`src/hw/rtl/seq_pkg.sv`:
```
// Shared types, constants and codes of the sorted event queue.
`default_nettype none

package seq_pkg;

  localparam int QUEUE_DEPTH = 1024;
  localparam int ID_BITS     = 14;
  localparam int TIME_BITS   = 16;
  localparam int DELAY_BITS  = 8;
  localparam int OP_BITS     = 2;
  localparam int STATUS_BITS = 2;
  localparam int CNT_BITS    = $clog2(QUEUE_DEPTH + 1);

  // Match reduction: first level ORs groups of this many cells.
  localparam int GROUP_SIZE  = 32;
  localparam int NUM_GROUPS  = (QUEUE_DEPTH + GROUP_SIZE - 1) / GROUP_SIZE;

  localparam logic [OP_BITS-1:0] OP_INSERT = 2'd0;
  localparam logic [OP_BITS-1:0] OP_POP    = 2'd1;
  localparam logic [OP_BITS-1:0] OP_FIND   = 2'd2;

  localparam logic [STATUS_BITS-1:0] ST_OK    = 2'd0;
  localparam logic [STATUS_BITS-1:0] ST_FULL  = 2'd1;
  localparam logic [STATUS_BITS-1:0] ST_EMPTY = 2'd2;

  localparam logic KIND_TX = 1'b0;

  localparam int IN_FIELDS_W  = OP_BITS + ID_BITS + 1 + TIME_BITS + DELAY_BITS;
  localparam int IN_W         = ((IN_FIELDS_W + 7) / 8) * 8;
  localparam int OUT_FIELDS_W = STATUS_BITS + 1 + 1 + TIME_BITS + ID_BITS + 1 + CNT_BITS;
  localparam int OUT_W        = ((OUT_FIELDS_W + 7) / 8) * 8;

  typedef struct packed {
    logic [TIME_BITS-1:0] tm;
    logic [ID_BITS-1:0]   ident;
    logic                 kind;
  } data_t;

  typedef struct packed {
    logic  occ;
    data_t data;
  } entry_t;

  // Broadcast to every cell in the accept cycle.
  // front: the new event goes in front of the head, so every slot shifts.
  typedef struct packed {
    logic                 ins;
    logic                 pop;
    logic                 find;
    logic                 front;
    logic [TIME_BITS-1:0] tm;
    logic [ID_BITS-1:0]   ident;
    logic                 kind;
  } cmd_t;

  // Input word, lowest field in the lowest bits.
  typedef struct packed {
    logic [IN_W-IN_FIELDS_W-1:0] pad;
    logic [DELAY_BITS-1:0]       delay;
    logic [TIME_BITS-1:0]        now;
    logic                        kind;
    logic [ID_BITS-1:0]          ident;
    logic [OP_BITS-1:0]          operation;
  } in_word_t;

  typedef struct packed {
    logic [OUT_W-OUT_FIELDS_W-1:0] pad;
    logic [CNT_BITS-1:0]           occupancy;
    logic                          event_kind;
    logic [ID_BITS-1:0]            event_identity;
    logic [TIME_BITS-1:0]          event_time;
    logic                          event_valid;
    logic                          found;
    logic [STATUS_BITS-1:0]        status;
  } out_word_t;

endpackage

`default_nettype wire

```
`src/hw/rtl/seq_or_tree.sv`:
```
// Registered OR reduction of the per-cell match flags.
`default_nettype none

module seq_or_tree (
  input  wire logic                            clk,
  input  wire logic                            enable,
  input  wire logic [seq_pkg::QUEUE_DEPTH-1:0] match,
  output logic                                 found
);
  import seq_pkg::*;

  logic [NUM_GROUPS-1:0] group_hit;
  logic [NUM_GROUPS-1:0] group_hit_next;

  always_comb begin
    group_hit_next = '0;
    for (int g = 0; g < NUM_GROUPS; g++) begin
      for (int k = 0; k < GROUP_SIZE; k++) begin
        if (g * GROUP_SIZE + k < QUEUE_DEPTH) begin
          group_hit_next[g] = group_hit_next[g] | match[g * GROUP_SIZE + k];
        end
      end
    end
  end

  always_ff @(posedge clk) begin
    if (enable) begin
      group_hit <= group_hit_next;
    end
  end

  assign found = |group_hit;

endmodule

`default_nettype wire

```
`config.mk`:
```
export PLATFORM = sky130hd
export DESIGN_NAME = seq_or_tree
export DESIGN_NICKNAME = d
export VERILOG_FILES = /design/src/hw/rtl/seq_pkg.sv /design/src/hw/rtl/seq_or_tree.sv
export SDC_FILE = /design/constraint.sdc
export NUM_CORES = 1
export LEC_CHECK = 0
export BUFFER_PORTS_ARGS = -buffer_cell sky130_fd_sc_hd__buf_2
export CORE_AREA = 4 4 399 401
export DETAILED_ROUTE_END_ITERATION = 6
export DIE_AREA = 0 0 403 405
export GPL_ROUTABILITY_DRIVEN = 0
export GPL_TIMING_DRIVEN = 0
export MAX_ROUTING_LAYER = met4
export SETUP_SLACK_MARGIN = 0.1
export SLEW_MARGIN = 15
export SYNTH_ARGS = -nofsm -noshare
export SYNTH_HDL_FRONTEND = slang
export SYNTH_SLANG_ARGS = --single-unit
```
`constraint.sdc`:
```
create_clock -name clk -period 2.2 [get_ports clk]
set_input_delay 0.11 -clock clk [delete_from_list [all_inputs] [get_ports clk]]
set_output_delay 0.11 -clock clk [all_outputs]
set_load 0.005 [all_outputs]
```
---- Yosys cells after proc, flatten, opt, wreduce, memory -nomap -nowiden ----
Cells that the tools add are included.
storage, ports and cells
  register bits after elaboration ......... 32
  input bits .............................. 1026
  output and inout port bits .............. 1
  word-level logic and storage cells ...... 994
cells by class
  bitwise operators ....................... 992
  reductions and logical operators ........ 1
operator list
  kind               number
  $or A1 B1 Y1       992
  $reduce_or A32 Y1  1

---- Logic depth before layout (Yosys ltp) ----
  depth in word-level cells ............... 31
  mapped depth ............................ 3
  mapped depth without buffers ............ 3

---- Worst setup path after synthesis ----
Ideal clock, no wire load.
  path kind ............................... reg2out
  start point ............................. reg group_hit[24]
  end point ............................... out found
  arrival time ............................ 0.933 ns
  data required time ...................... 2.090 ns
  slack ................................... 1.157 ns
  cell stages (with the launch flop) ...... 4
  path buffers ............................ 0
  cell sequence ........................... edfxtp_1 nor4_1 nand4_1 or2_1
between the ends
  word-level cells in the longest chain between the ends .. 1
RTL lines
  what                      RTL line           source
  start: declaration        seq_or_tree.sv:12  logic [NUM_GROUPS-1:0] group_hit;
  start signal: assignment  seq_or_tree.sv:28  group_hit <= group_hit_next;
  $reduce_or A32 Y1         seq_or_tree.sv:32  assign found = |group_hit;
  end: declaration          seq_or_tree.sv:8   output logic found
Every way passes these cells.

---- Final worst setup path ----
  start point ............................. reg group_hit[6]
  end point ............................... out found
Same word-level chain as after synthesis.

==> impl_metrics.csv <==
group,metric,value,unit
yosys,seq_area_frac_synth,27.9,%
setup_path,cpPeakStageDelay,0.49,ns
timing,slew_viol_final,0,
setup_path,cp_data_arrival_time,2.00,ns
clock_network,cts_tree,"yes",
global_route,grt_start_max_net_pins,21,
yosys,ys_warn_count,0,
global_route,grt_util_met1,7.31,%
setup_path,crit_required,2.09,ns
routing,drcViolationCount,0,
placement,portBuffers,1026,
yosys,yosys-top-cells-area,"nor4_1, edfxtp_1, nand4_1",
floorplanning,ios,1027,
setup_path,crit_chain,"nor4_4, nand4_1, or2_1, buf_6",
setup_path,worst_path_max_delay_cell,"edfxtp_1",
global_route,grt_use_met3,3.44,%
outcome,status,"complete, no violations",
setup_path,worst-path-buf-inv,1,
setup_path,crit_type,"reg -> out",
power_and_ir_drop,ir_drop,211,uV
floorplanning,core,156000,um^2
global_route,grt_pass1_wl,71.9,mm
global_route,grtUsageMet2,10.7,%
routing,vias_per_cell,2.54,
timing,fin_tns_setup,0,ns
timing,setup_viol,0,
clock_network,cts.path.max_buffers,2,
global_route,busiest_layer,"met2",
routing,drt-initial-drc-count,557,
global_route,overflow,0,
placement,hpwl,53.9,mm
clock_network,clk_pin_slew,0.09,ns
cells_and_area,largest_register_ffs,32,
yosys,synth_top_area_share,42.0,%
cells_and_area,utilization,7.47,%
clock_network,cts_hold_buf,0,
yosys,synth_cells,395,
timing,finalCritPeriodShare,95.8,%
cells_and_area,drive_gt1_share,75.7,%
timing,tightest_slew,0.938,ns
yosys,yosysTopAreaCell,"nor4_1",
setup_path,critPathCaptureType,"output port",
min_path,hp-class,"in -> reg",
yosys,yosys.cell_types.count,5,
routing,drtPass1Iterations,7,
job,maxCapViolCount,0,
clock_network,cts_buffers,5,
floorplanning,die_h,405,um
global_route,grt_pass1_vias,8881,
floorplanning,dieArea,163000,um^2
cells_and_area,fillCellCount,18300,
power_and_ir_drop,p_leak,0.00466,uW
routing,vias,9003,
yosys,synth.avg_cell_area,8.70,um^2
cells_and_area,largest_registers,"group_hit x32",
yosys,synth_area,3440,um^2
floorplanning,die-width,403,um
timing,max_freq,475,MHz
cells_and_area,syn_to_final_growth,238,%
routing,drt_wl_total,59.5,mm
timing,hold_viol,0,
cells_and_area,largest_register,"group_hit",
yosys,syn-num-nets,1421,
setup_path,worstPathMaxFanout,2,
routing,wl_per_cell,16.8,um
setup_path,start_kind,"register",
global_route,grt.total_usage,6.82,%
cells_and_area,nets,2463,
clock_network,cts_sinks,32,
clock_network,h-tree-depth,2,
floorplanning,initial_core_util,2.21,%
clock_network,postCtsSetupRepairBufs,0,
floorplanning,row_count,145,
routing,ant_nets,0,
timing,fin_crit,2.11,ns
global_route,antenna_found_initial,71,
setup_path,critPathTopFamily,"simple AND/OR/NAND/NOR gates",
yosys,synth_seq_cells,32,
power_and_ir_drop,p_per_area,247,nW/um^2
timing,rsz0062_at_grt,"yes",
timing,max_slew_margin,36.9,%
clock_network,root_buffer,"clkbuf_16",
[layout by cell type, fill, tap and decap left out]
cell type,n
buf_2,1024
nor4_1,219
nand4_1,66
diode_2,53
nor4_2,43
or2_1,33
edfxtp_1,32
buf_4,9
clkbuf_16,5
nor4_4,2
clkinv_2,1
bufinv_16,1
clkinvlp_4,1
buf_12,1
buf_6,1
[cell usage after synthesis (all sizes together)]
cell type,instances
nor4,264
nand4,66
edfxtp,32
or2,33
[power by group]
group          internal, uW  switching, uW
combinational           712            458
sequential              700           27.3
clock                   537            435
total                  1950            920
[through the flow]
stage	setup slack (ns)	area, um^2	total power, uW	cells	hold WS (ns)
final	0.0932	11600	2870	3549	0.127
after floorplan	1.16	3440	814	395	0.222
after global routing	-0.0925	11600	3100	3545	0.116
after global placement	-0.787	11100	1850	3479	0.478
after detailed placement	-0.326	11300	1890	3488	0.480
after CTS	-0.170	11500	3000	3496	0.0762
[logic make-up (layout without fill, tap and decap cells)]
group	count (synthesis)	in the layout	share of synthesized area, %
AND/OR/NAND/NOR	363	363	72.1
flip-flops	32	32	27.9
buffers and inverters	0	1043	0
other	0	53	0
[path summary, 6_finish.rpt]
kind | startpoint | endpoint | slack [ns] | depth (start not counted)
worst max-delay path | group_hit[6]$_DFFE_PP_ | found | 0.09 | 4
worst min-delay path | match[196] | group_hit[6]$_DFFE_PP_ | 0.13 | 4
[worst min-delay path, cell delays in order]
cell and delay [ns]:
buf_2 0.08, nor4_1 0.04, nand4_1 0.06, or2_1 0.09
[layout make-up]
cell class              instances  area (um^2)  share of cell area [%]
diodes                         53          133                    1.14
flip-flops and latches         32          961                    8.26
clock inverters                 3         42.5                   0.366
well taps                    2058         2570                    22.1
repair buffers               1035         5220                    44.9
multi-input cells             363         2570                    22.1
clock buffers                   5          125                    1.08
[per-layer routing]
metal	up-vias	wire, um
li1	4035	-
met1	4096	21800
met2	750	27900
met3	122	7570
met4	0	2200
met5	-	0
[timing repair]
item / 4_1_cts / 5_1_grt
pin swaps: 1 / 2
resized for setup: 5 / 2
setup endpoints to repair: 1 / 1
No activity file was read; power rests on OpenSTA's default activity.
