$ cat src/hw/rtl/seq_pkg.sv
// Shared types, constants and codes of the sorted event queue.
`default_nettype none

package seq_pkg;

  localparam int QUEUE_DEPTH = 1024;
  localparam int ID_BITS     = 14;
  localparam int TIME_BITS   = 16;
  localparam int DELAY_BITS  = 8;
  localparam int OP_BITS     = 2;
  localparam int STATUS_BITS = 2;
  localparam int CNT_BITS    = $clog2(QUEUE_DEPTH + 1);

  // Match reduction: first level ORs groups of this many cells.
  localparam int GROUP_SIZE  = 32;
  localparam int NUM_GROUPS  = (QUEUE_DEPTH + GROUP_SIZE - 1) / GROUP_SIZE;

  localparam logic [OP_BITS-1:0] OP_INSERT = 2'd0;
  localparam logic [OP_BITS-1:0] OP_POP    = 2'd1;
  localparam logic [OP_BITS-1:0] OP_FIND   = 2'd2;

  localparam logic [STATUS_BITS-1:0] ST_OK    = 2'd0;
  localparam logic [STATUS_BITS-1:0] ST_FULL  = 2'd1;
  localparam logic [STATUS_BITS-1:0] ST_EMPTY = 2'd2;

  localparam logic KIND_TX = 1'b0;

  localparam int IN_FIELDS_W  = OP_BITS + ID_BITS + 1 + TIME_BITS + DELAY_BITS;
  localparam int IN_W         = ((IN_FIELDS_W + 7) / 8) * 8;
  localparam int OUT_FIELDS_W = STATUS_BITS + 1 + 1 + TIME_BITS + ID_BITS + 1 + CNT_BITS;
  localparam int OUT_W        = ((OUT_FIELDS_W + 7) / 8) * 8;

  typedef struct packed {
    logic [TIME_BITS-1:0] tm;
    logic [ID_BITS-1:0]   ident;
    logic                 kind;
  } data_t;

  typedef struct packed {
    logic  occ;
    data_t data;
  } entry_t;

  // Broadcast to every cell in the accept cycle.
  // front: the new event goes in front of the head, so every slot shifts.
  typedef struct packed {
    logic                 ins;
    logic                 pop;
    logic                 find;
    logic                 front;
    logic [TIME_BITS-1:0] tm;
    logic [ID_BITS-1:0]   ident;
    logic                 kind;
  } cmd_t;

  // Input word, lowest field in the lowest bits.
  typedef struct packed {
    logic [IN_W-IN_FIELDS_W-1:0] pad;
    logic [DELAY_BITS-1:0]       delay;
    logic [TIME_BITS-1:0]        now;
    logic                        kind;
    logic [ID_BITS-1:0]          ident;
    logic [OP_BITS-1:0]          operation;
  } in_word_t;

  typedef struct packed {
    logic [OUT_W-OUT_FIELDS_W-1:0] pad;
    logic [CNT_BITS-1:0]           occupancy;
    logic                          event_kind;
    logic [ID_BITS-1:0]            event_identity;
    logic [TIME_BITS-1:0]          event_time;
    logic                          event_valid;
    logic                          found;
    logic [STATUS_BITS-1:0]        status;
  } out_word_t;

endpackage

`default_nettype wire

$ cat src/hw/rtl/seq_cell.sv
// One slot of the time-ordered shift chain.
`default_nettype none

module seq_cell (
  input  wire logic           clk,
  input  wire logic           rst,
  input  wire logic           head_cell,
  input  wire seq_pkg::cmd_t  cmd,
  input  wire seq_pkg::entry_t left_entry,
  input  wire logic           left_open,
  input  wire seq_pkg::entry_t right_entry,
  output seq_pkg::entry_t     entry,
  output logic                slot_open,
  output logic                match
);
  import seq_pkg::*;

  logic  occ;
  data_t data;
  logic  later;
  logic  take_new;
  logic  take_left;

  assign entry = '{occ: occ, data: data};

  // Head slot yields on an equal or later time, the others only on a strictly later time,
  // unless the new event goes in front, when every slot yields.
  always_comb begin
    later     = head_cell ? (data.tm >= cmd.tm) : (cmd.front || (data.tm > cmd.tm));
    slot_open = !occ || later;
    take_new  = cmd.ins && slot_open && (head_cell || !left_open);
    take_left = cmd.ins && slot_open && !head_cell && left_open;
  end

  always_ff @(posedge clk) begin
    if (rst) begin
      occ <= 1'b0;
    end else if (take_new) begin
      occ <= 1'b1;
    end else if (take_left) begin
      occ <= left_entry.occ;
    end else if (cmd.pop) begin
      occ <= right_entry.occ;
    end
  end

  always_ff @(posedge clk) begin
    if (take_new) begin
      data <= '{tm: cmd.tm, ident: cmd.ident, kind: cmd.kind};
    end else if (take_left) begin
      data <= left_entry.data;
    end else if (cmd.pop) begin
      data <= right_entry.data;
    end
  end

  always_ff @(posedge clk) begin
    if (cmd.find) begin
      match <= occ && (data.ident == cmd.ident) && (data.kind == KIND_TX);
    end
  end

endmodule

`default_nettype wire

$ cat config.mk
export PLATFORM = sky130hd
export DESIGN_NAME = seq_cell
export DESIGN_NICKNAME = d
export VERILOG_FILES = /design/src/hw/rtl/seq_pkg.sv /design/src/hw/rtl/seq_cell.sv
export SDC_FILE = /design/constraint.sdc
export NUM_CORES = 1
export LEC_CHECK = 0
export ABC_AREA = 1
export BUFFER_PORTS_ARGS = -buffer_cell sky130_fd_sc_hd__buf_2
export CAP_MARGIN = 0
export CORE_ASPECT_RATIO = 1.1
export CORE_UTILIZATION = 35
export DETAILED_ROUTE_END_ITERATION = 12
export PLACE_DENSITY = 0.74
export SLEW_MARGIN = 20
export SYNTH_ARGS = -nofsm -noshare
export SYNTH_HDL_FRONTEND = slang
export SYNTH_SLANG_ARGS = --single-unit
$ cat constraint.sdc
create_clock -name clk -period 3.22 [get_ports clk]
set_clock_uncertainty 0.05 [all_clocks]
set_input_delay 0.161 -clock clk [delete_from_list [all_inputs] [get_ports clk]]
set_output_delay 0.161 -clock clk [all_outputs]
set_load 0.01 [all_outputs]
; ---- Word-level counts from Yosys, hierarchy flattened
; Cells that the tools add are included.
[op_classes]
mux = 7
bitwise = 1
magnitude_cmp = 2
n_eq_ne = 1
n_reduce_logical = 13
[op_table]
columns = op, n
row1 = 2-to-1 mux 31 bit, 3
row2 = greater-or-equal comparator 16 bit, 1
row3 = > comparator 16 bit, 1
row4 = equality test 14 bit, 1
row5 = logical AND 1 bit, 6
row6 = 2-to-1 mux 1 bit, 4
row7 = zero test 1 bit, 3
row8 = logical OR 1 bit, 3
row9 = nonzero test 3 bit, 1
row10 = NOT 1 bit, 1
[totals]
input_bits = 103
regBits = 33
output_inout_bits = 34
wordCells = 29

; ---- Longest topological paths before layout
[logic_depth]
word_depth = 9
mapped_depth = 18
depth_no_buf = 18

; ---- Worst setup path after synthesis
; OpenSTA, ideal clock, no wires.
[synth_path]
path_kind = register to register
startpoint = reg data (netlist bit entry[22])
endpoint = reg occ
t_required_ns = 3.049
stages_incl_launch_ff = 13
slack_ns = 0.631
t_arrival_ns = 2.417
synth_period_minus_slack_ns = 2.589
path_cell_list = edfxtp_1 -> ha_1 -> nand2_1 -> nor2_1 -> nand4_1 -> nor2_2 -> inv_1 -> nand2_1 -> nand2_4 -> nand2_4 -> nand2_1 -> o21bai_1 -> nor2_1
[synth_between]
elab_chain_cells = 9
[synth_rtl]
columns = element, line
row1 = start: declaration, seq_cell.sv:19  ; data_t data;
row2 = start signal: assignment, seq_cell.sv:49  ; data <= '{tm: cmd.tm, ident: cmd.ident, kind: cmd.kind};
row3 = start signal: assignment, seq_cell.sv:51  ; data <= left_entry.data;
row4 = start signal: assignment, seq_cell.sv:53  ; data <= right_entry.data;
row5 = > comparator 16 bit, seq_cell.sv:29  ; later = head_cell ? (data.tm >= cmd.tm) : (cmd.front || (data.tm > cmd.tm));
row6 = logical OR 1 bit, seq_cell.sv:29
row7 = 2-to-1 mux 1 bit (*), seq_cell.sv:29
row8 = logical OR 1 bit (*), seq_cell.sv:30  ; slot_open = !occ || later;
row9 = via slot_open, seq_cell.sv:13  ; output logic slot_open,
row10 = logical AND 1 bit (*), "seq_cell.sv:31, seq_cell.sv:32"
row11 = logical AND 1 bit (2 in a row), seq_cell.sv:32  ; take_left = cmd.ins && slot_open && !head_cell && left_open;
row12 = 2-to-1 mux 1 bit, seq_cell.sv:40  ; end else if (take_left) begin
row13 = 2-to-1 mux 1 bit, seq_cell.sv:38  ; end else if (take_new) begin
row14 = end signal: assignment, seq_cell.sv:41  ; occ <= left_entry.occ;
row15 = end signal: assignment, seq_cell.sv:43  ; occ <= right_entry.occ;
row16 = end: declaration, seq_cell.sv:18  ; logic occ;
; The timed path passes the listed nets; every way through them passes the cells marked *.
; A chain may end at the register's enable or synchronous reset.

; ---- Worst setup path after layout
[layout_path]
startpoint = reg data (netlist bit entry[22])
endpoint = reg occ
[layout_between]
elab_chain_cells = 9
[layout_rtl]
columns = element, line
row1 = > comparator 16 bit, seq_cell.sv:29
row2 = logical OR 1 bit, seq_cell.sv:29
row3 = 2-to-1 mux 1 bit (*), seq_cell.sv:29
row4 = logical OR 1 bit (*), seq_cell.sv:30
row5 = logical AND 1 bit (*), "seq_cell.sv:31, seq_cell.sv:32"
row6 = logical AND 1 bit (2 in a row), seq_cell.sv:32
row7 = 2-to-1 mux 1 bit, seq_cell.sv:40
row8 = 2-to-1 mux 1 bit, seq_cell.sv:38
; Every way passes the cells marked *; elsewhere a longest branch is shown, timed or not.

==> results by group <==
Power and ir drop
  • Pwr Total: 1270 uW
  • Static Leak: ~0.0017 uW
  • Cell Pwr Density: roughly 400 nW/um^2
  • Worst VDD drop: roughly 0.17 mV

Synth
  • Mean Syn Cell Area: around 7.7 um^2
  • Synth Warn #: 0
  • Distinct cell type count after synthesis: 32
  • Post-Syn Instances: 302
  • Seq/Total Area, Yosys: between 40% and 50%
  • Post-synthesis cell area: ~2300 um^2
  • FF+latch count, synth: 33
  • Mapped Nets: between 400 and 500

Global routing
  • Vias in the first global route: 2343
  • Initial antenna violation count: 0
  • GR Overflow Total: 0
  • GRT Total Usage: approximately a fifth
  • Global-route wire length before repair: 10400 um
  • Largest net degree at the start of global routing: 32

Hold path
  • Worst hold path cell count: 1
  • Hold Crit Class: in2reg
  • Endpoint, Worst Hold: match
  • Hold_sp: cmd[32]

Setup path
  • Cells on worst reg2reg path: 13
  • CP Capture Type: flop
  • CP arrival: about 2.6 ns
  • Crit Path Category: reg2reg
  • WP data required: approximately 3.3 ns
  • CP Max Fanout: 27
  • RR Endpoint: occ
  • Reg2reg start: entry[22]
  • Setup crit start kind: flop
  • R2r setup slk: 0.70 ns

Layout
  • Fin cells: around 520
  • Area delta synth->final: 34.8%
  • Antenna fix cells: 0
  • FF+latch area: 981 um^2
  • NumNets Final: ~560
  • Fillers: about 660
  • Layout cell share with drive strength beyond 1: roughly a third
  • Most common cell after layout, fill and taps aside: buf_2
  • Most frequent cells in the layout: 136 x buf_2, 128 x nand2_1, 38 x inv_1
  • Area of the multi-input gates: between 1000 and 1500 um^2
  • Fin area: around 3100 um^2

Clock network
  • CTS Root Buffer Type: clkbuf_8
  • Clock buffer count from CTS: 5
  • # hold bufs at CTS: 0
  • CTS H-tree lvls: 2
  • Clk slew on worst S/H paths: roughly 0.07 ns
  • Worst skew pair latency: about 0.28 ns
  • CTS Buffer Depth: 2
  • Post-cts sizing count: 0
  • TritonCTS clock tree: yes
  • Clock tree sinks: 33
  • Postcts setup bufs: 0

Floorplan
  • Chip height: 87.6 um
  • I/O Pins: ~140
  • Effective utilization at floorplan: between 30 and 40%
  • Die W: 79.8 um
  • FP Rows: 30
  • Core area: around 6300 um^2
  • Die area: 6990 um^2

Detailed routing
  • DRT Pass-1 Iters: 4
  • Routed len/inst: between 10 and 15 um
  • Total Wirelength: 6560 um
  • Initial drt markers: 71
  • Via count: 2373
  • Residual DRC count: 0
  • Antenna-violating nets left: 0
  • Vias per cell: 4.58

STA
  • Relative slew slack: 62.5%
  • Final Setup Violations: 0
  • Worst slew pin tran: ~0.56 ns
  • Crit share post-route: around four fifths
  • Tmin final: 2.52 ns
  • RSZ-0062 raised after global routing: no
  • Setup TNS: 0 ns
  • Final hold vios: 0
  • Fmax: slightly below 400 MHz
  • Final Max Slew Viols: 0
  • Fin Hold WS: about 0.038 ns

Place
  • # port buffers: 136
  • Placed Cells: 510
  • Area after DPL: about 3000 um^2
  • Hpwl dp: about 5200 um
  • GP Congestion: between 0.8 and 0.9

Status
  • Outcome: complete, no violations

Flow run
  • Max-cap violations: 0
critical path, stage by stage, from the launching register on:
cell      delay, ns
edfxtp_1       0.40
ha_1           0.31
nand2_1        0.07
nor2_1         0.14
nand4_1        0.15
nor2_2         0.15
inv_1          0.05
nand2_1        0.10
nand2_4        0.08
nand2_4        0.17
nand2_1        0.25
buf_12         0.26
o21bai_1       0.14
nor2_1         0.06
power by group:
group	switching [uW]	internal, uW	leakage [uW]	total (uW)
combinational	220	170	0.00134	389
clock	150	150	0.0000450	300
sequential	34.2	543	0.000339	577
total	404	863	0.00172	1270
per-stage QoR:
step / util (%) / setup WS (ns)
after floorplan: - / 0.631
after global placement: 48.6 / 0.876
after detailed placement: 48.6 / 0.736
after CTS: 49.9 / 0.679
after global routing: 49.9 / 0.476
final: 49.9 / 0.701
cells by family after synthesis:
kind of cell,after synthesis,share of synthesized area [%]
AOI/OAI and AO/OA,19,5.04
xor gates and xnor gates,3,1.13
adders and majority gates,16,8.58
buffers and inverters,49,9.66
DFF,33,42.1
and+or+nand+nor,182,33.5
synthesized netlist by cell type:
cell	instances	area share (%)
a211o_1	1	0.38
a21o_1	1	0.32
a21oi_1	6	1.3
a21oi_2	1	0.38
a22o_1	1	0.38
buf_2	3	0.64
buf_4	1	0.32
buf_6	3	1.4
clkbuf_4	3	0.97
dfxtp_1	1	0.86
edfxtp_1	32	41
ha_1	16	8.6
inv_1	38	6.1
inv_2	1	0.16
nand2_1	128	21
nand2_4	2	0.97
nand3_1	35	7.5
nand3_2	1	0.43
nand4_1	1	0.27
nor2_1	8	1.3
nor2_2	1	0.27
nor2_8	1	0.86
nor3_1	2	0.43
nor4_1	1	0.27
nor4b_1	1	0.38
o211ai_1	1	0.32
o21ai_0	4	0.86
o21bai_1	1	0.32
o22ai_1	3	0.80
or2_2	1	0.27
xnor2_1	1	0.38
xor2_1	2	0.75
how the worst max path moves through the flow:
| stage | start | endpoint | slack, ns | cells past startpoint |
|---|---|---|---|---|
| 3_3_place_gp | entry[22] | occ | 0.88 | 13 |
| 4_1_cts | entry[22] | occ | 0.68 | 13 |
| 6_report | entry[22] | occ | 0.70 | 13 |
| 2_1_floorplan | entry[22] | occ | 0.63 | 12 |
| 5_1_grt | entry[22] | occ | 0.48 | 13 |
| 3_5_place_dp | entry[22] | occ | 0.74 | 13 |
flip-flops by register name, summed over array words and instances, names as in the netlist:
name	cells
match	1
entry	31
occ	1
routing by layer:
metal,up-vias,wire length (um),GRT usage [%]
met5,-,0,0
met1,1059,2710,22.6
met4,0,72,6.17
met2,64,3490,36.1
li1,1246,-,-
met3,4,287,4.06
layout make-up:
cell class | count | area share [%]
clock buffer | 6 | 2.31
sequential | 33 | 31.2
inverter | 39 | 4.66
multi-input combinational | 220 | 35.8
clock inverter | 2 | 0.318
tap | 80 | 3.18
timing repair buffer | 138 | 22.5
(Power assumes the default switching activity.)
